==> config.mk <==
export PLATFORM = sky130hd
export DESIGN_NAME = ist_cell
export DESIGN_NICKNAME = d
export VERILOG_FILES = /design/src/rtl/ist_pkg.sv /design/src/rtl/ist_cell.sv
export SDC_FILE = /design/constraint.sdc
export NUM_CORES = 1
export LEC_CHECK = 0
export BUFFER_PORTS_ARGS = -buffer_cell sky130_fd_sc_hd__buf_2
export CORE_AREA = 2 2 104 106
export DETAILED_ROUTE_END_ITERATION = 16
export DIE_AREA = 0 0 106 108
export PLACE_DENSITY = 0.94
export SLEW_MARGIN = 20
export SYNTH_ARGS = -nofsm -noshare
export SYNTH_HDL_FRONTEND = slang
export SYNTH_SLANG_ARGS = --single-unit
==> constraint.sdc <==
create_clock -name i_clk -period 7.65 [get_ports i_clk]
set_input_delay 1.9125 -clock i_clk [delete_from_list [all_inputs] [get_ports i_clk]]
set_output_delay 1.9125 -clock i_clk [all_outputs]
set_load 0.05 [all_outputs]
==> src/rtl/ist_pkg.sv <==
package ist_pkg;

    localparam int MAX_BOUNDS = 64;
    localparam int VAL_W      = 32;
    localparam int CNT_W      = $clog2(MAX_BOUNDS + 1);
    localparam int STEP_W     = $clog2(MAX_BOUNDS);

    localparam logic [1:0] OP_ADD    = 2'd0;
    localparam logic [1:0] OP_REMOVE = 2'd1;
    localparam logic [1:0] OP_QUERY  = 2'd2;

    typedef struct packed {
        logic [1:0]       operation;
        logic [VAL_W-1:0] range_start;
        logic [VAL_W-1:0] range_end;
    } t_in_item;

    typedef struct packed {
        logic covered;
        logic capacity_error;
    } t_out_item;

    typedef enum logic [2:0] {
        CMD_HOLD,
        CMD_CMP,
        CMD_SCAN,
        CMD_SHIFT,
        CMD_FILL,
        CMD_COMPACT
    } t_cmd;

    typedef enum logic [2:0] {
        ST_IDLE,
        ST_CMP,
        ST_SCAN,
        ST_DECIDE,
        ST_SHIFT,
        ST_FILL,
        ST_COMPACT,
        ST_DONE
    } t_state;

    // Broadcast from the sequencer to every cell.
    typedef struct packed {
        t_cmd             cmd;
        logic [VAL_W-1:0] range_start;
        logic [VAL_W-1:0] range_end;
        logic [VAL_W-1:0] fill0;
        logic [1:0]       fill_cnt;
    } t_cell_ctrl;

    // Fixed facts about a cell's place in the chain.
    typedef struct packed {
        logic head;
        logic odd;
    } t_cell_pos;

    // Contents of one cell, seen by both neighbours.
    typedef struct packed {
        logic [VAL_W-1:0] value;
        logic             valid;
        logic             zone;
        logic             lt;
        logic             le;
        logic             les;
        logic             gee;
        logic             lpar;
        logic [CNT_W-1:0] mid;
        logic [CNT_W-1:0] cnt;
        logic             hit;
    } t_cell_state;

endpackage

==> src/rtl/ist_cell.sv <==
module ist_cell (
    input  logic                i_clk,
    input  logic                i_rst_n,
    input  ist_pkg::t_cell_ctrl  i_ctrl,
    input  ist_pkg::t_cell_pos   i_pos,
    input  ist_pkg::t_cell_state i_left,
    input  logic                i_left2_zone,
    input  ist_pkg::t_cell_state i_right,
    output ist_pkg::t_cell_state o_state
);
    import ist_pkg::*;

    t_cell_state r_cell;
    t_cell_state n_cell;
    logic        w_first;
    logic        w_second;

    assign w_first  = r_cell.zone & ~i_left.zone;
    assign w_second = r_cell.zone & i_left.zone & ~i_left2_zone;

    always_comb begin
        n_cell = r_cell;
        case (i_ctrl.cmd)
            CMD_CMP: begin
                n_cell.lt   = r_cell.valid & (r_cell.value <  i_ctrl.range_start);
                n_cell.le   = r_cell.valid & (r_cell.value <= i_ctrl.range_end);
                n_cell.les  = r_cell.valid & (r_cell.value <= i_ctrl.range_start);
                n_cell.gee  = r_cell.valid & (r_cell.value >= i_ctrl.range_end);
                n_cell.zone = r_cell.valid & ~(r_cell.value < i_ctrl.range_start)
                              & (r_cell.value <= i_ctrl.range_end);
            end
            CMD_SCAN: begin
                // advance the prefix wave by one cell
                n_cell.lpar = i_left.lpar ^ r_cell.lt;
                n_cell.mid  = i_left.mid + CNT_W'(r_cell.le & ~r_cell.lt);
                n_cell.cnt  = i_left.cnt + CNT_W'(r_cell.valid);
                n_cell.hit  = i_left.hit | (r_cell.les & ~i_pos.odd & i_right.valid
                              & ~i_right.les & i_right.gee);
            end
            CMD_SHIFT: begin
                if (!r_cell.lt) begin
                    if (!i_pos.head && !i_left.lt) begin
                        n_cell.value = i_left.value;
                        n_cell.valid = i_left.valid;
                        n_cell.zone  = i_left.zone;
                    end else begin
                        n_cell.zone  = 1'b1;
                        n_cell.valid = 1'b1;
                    end
                end
            end
            CMD_FILL: begin
                if (r_cell.zone) begin
                    n_cell.zone = 1'b0;
                    if (w_first && i_ctrl.fill_cnt != 2'd0) begin
                        n_cell.value = i_ctrl.fill0;
                        n_cell.valid = 1'b1;
                    end else if (w_second && i_ctrl.fill_cnt == 2'd2) begin
                        n_cell.value = i_ctrl.range_end;
                        n_cell.valid = 1'b1;
                    end else begin
                        n_cell.valid = 1'b0;
                    end
                end
            end
            CMD_COMPACT: begin
                // a gap swaps with a filled neighbour on its right
                if (!r_cell.valid && i_right.valid) begin
                    n_cell.value = i_right.value;
                    n_cell.valid = 1'b1;
                end else if (r_cell.valid && !i_pos.head && !i_left.valid) begin
                    n_cell.valid = 1'b0;
                end
            end
            default: begin
                n_cell = r_cell;
            end
        endcase
    end

    always_ff @(posedge i_clk) begin
        if (!i_rst_n) begin
            r_cell.valid <= 1'b0;
            r_cell.zone  <= 1'b0;
        end else begin
            r_cell <= n_cell;
        end
    end

    assign o_state = r_cell;

endmodule

==> results.ini <==
[critical_path]
crit_type=in -> reg
worstPathArrival_ns=3.98
end_kind=register
path_cells=buf_2 > inv_1 > ha_1 > nand4_1 > or4_4 > a21o_1 > a31o_1 > a22o_1 > and2_2
cp-start-kind=input port
cp-startpoint=i_ctrl[48]
r2r-start=o_state[36]$_DFFE_PP_
crit_slowest_cell=or4_4
max_stage_delay_ns=0.58
required_ns=7.73
path_max_fanout=3
crit_buf_inv=2
critPathTopFamily=simple AND/OR/NAND/NOR gates

[power]
p_leak_nw=3.04
power_w=0.000687
ir_worst_vdd_mv=0.0804
pwr_density_cell_nw_per_um2=113

[clock_network]
postCtsSetupRepairBufs=0
cts_buffers=5
cts_tree=built
holdBufCountCts=0
cts_resized=0
clock_latency_ns=0.32
clk_path_buf_depth=2
cts_root_buf=clkbuf_8
htree_levels=2
cts_sinks=54
clk_pin_slew_worst_paths_ns=0.10

[synth]
synth_fp_nets=811
muxShareOfSynthArea_pct=7.14
synth-seq-cells=54
synth-simple-area-share_pct=14.5
synth_compound_area_share_pct=16.5
synth_edf_count=52
synth_cells=529
synth_xor_area_share_pct=2.08
ys_types=42
synth_fa_ha_area_share_pct=18.4
syn_avg_cell_area_um2=8.75
synthArstFlopShare_pct=0
synth_top_family_by_area=adder cells
ys_warn_count=0
seq_area_frac_synth_pct=34.6
ys.flop_type=edfxtp_1
synth_area_um2=4630

[global_routing]
grt_pass1_wl_um=21200
antenna_found_initial=0
grtUsageTotal_pct=23.7
grt_pass1_vias=4529
grt_max_degree=65
grt_overflow=0

[timing]
finalWorstSetupSlack_ns=3.75
finalCritPeriodShare_pct=51.0
final.min_clock_period_ns=3.90
worst_slew_pin_slew_ns=0.970
grt_setup_unrepaired=no
fin_tns_setup_ns=0
hold_viol=0
clock_skew_ns=0.0126
hold_ws_ns=0.686
slew_headroom_pct=35.2
clock.fmax_mhz=256
maxSlewViolCount=0
finalSetupViolCount=0

[min_path]
min_path_type=reg -> reg
min_from=o_state[19]$_DFFE_PP_

[die]
dieArea_um2=11400
initial_core_util_pct=45.2
core_um2=10200
ios=268
die_width_um=106
die_h_um=108
rows=37

[route]
ant_nets=0
drtIter0Drc=236
num_vias=4692
drcViolationCount=0
viasPerCell=5.20
drt-total-wl_um=13900
drt_first_pass_iters=5
wire_per_inst_um=15.4

[cells_and_area]
antenna_cells=0
largest_register_ff_count=54
drive_gt1_share_pct=34.2
final_nets=1047
final_cell_mix=buf_2, ha_1, inv_1, a21oi_1, edfxtp_1
layout_commonest_cell=buf_2
fin_util_pct=59.6
area_growth_pct=31.6

[run]
drv_cap=0

[placement]
port_buffers=245
place.gp.congestion=0.831
place_ws_ns=3.42
hpwl_um=11400

[run_status]
status=complete, no violations

==> synth_stat cells (6+ instances only) <==
library cell  instances  area [um^2]
mux2i_1              33          330
nand4_1              12         75.1
nand2_1              49          184
nor2b_1               6         37.5
nor2_1               43          161
o21ai_0              45          225
a21oi_1              58          290
ha_1                 68          851
inv_1                64          240
xnor2_1               7         61.3
a21o_1                6         45.0
clkbuf_1             14         52.6
and3_1                6         37.5
nand3_1              17         85.1
edfxtp_1             52         1560
==> path summary, 6_finish.rpt <==
path | slack (ns) | end | depth (start not counted)
max reg2reg | 4.97 | o_state[18]$_DFFE_PP_ | 7
min | 0.69 | o_state[15]$_DFFE_PP_ | 1
max | 3.75 | o_state[18]$_DFFE_PP_ | 9
min reg2reg | 0.69 | o_state[15]$_DFFE_PP_ | 1
==> layout make-up <==
cell class	instances	area, um^2
tap	136	170
multi-input combinational	392	2740
fill	917	4140
inverter	64	240
sequential	54	1600
clock buffer	5	68.8
timing repair buffer	248	1250
clock inverter	3	26.3
==> routing by layer <==
layer  track usage (%)  share of wire [%]
met4              6.58                2.0
met1              27.9                 42
met2              44.2                 50
met3              4.34                6.8
met5                 0                  0
==> through the flow <==
step,instances,area [um^2]
after floorplan,529,4630
after global placement,894,6000
after detailed placement,894,6000
after CTS,902,6090
after global routing,902,6090
final,902,6090
==> cell families (layout without fill, tap and decap cells) <==
group                    Yosys count  after routing
AO/OA/AOI/OAI                    134            134
flip-flops                        54             54
XOR/XNOR                          11             11
multiplexers                      33             33
AND/OR/NAND/NOR                  146            146
buffers and inverters             83            320
adder cells (fa/ha/maj)           68             68
==> power breakdown <==
part / internal (W) / switching, W / total (W) / leakage [nW]
logic: 0.0000801 / 0.0000974 / 0.000177 / 2.50
registers: 0.000331 / 0.00000378 / 0.000335 / 0.489
clock network: 0.0000666 / 0.000108 / 0.000175 / 0.0483
total: 0.000478 / 0.000209 / 0.000687 / 3.04
(Power assumes the default switching activity.)
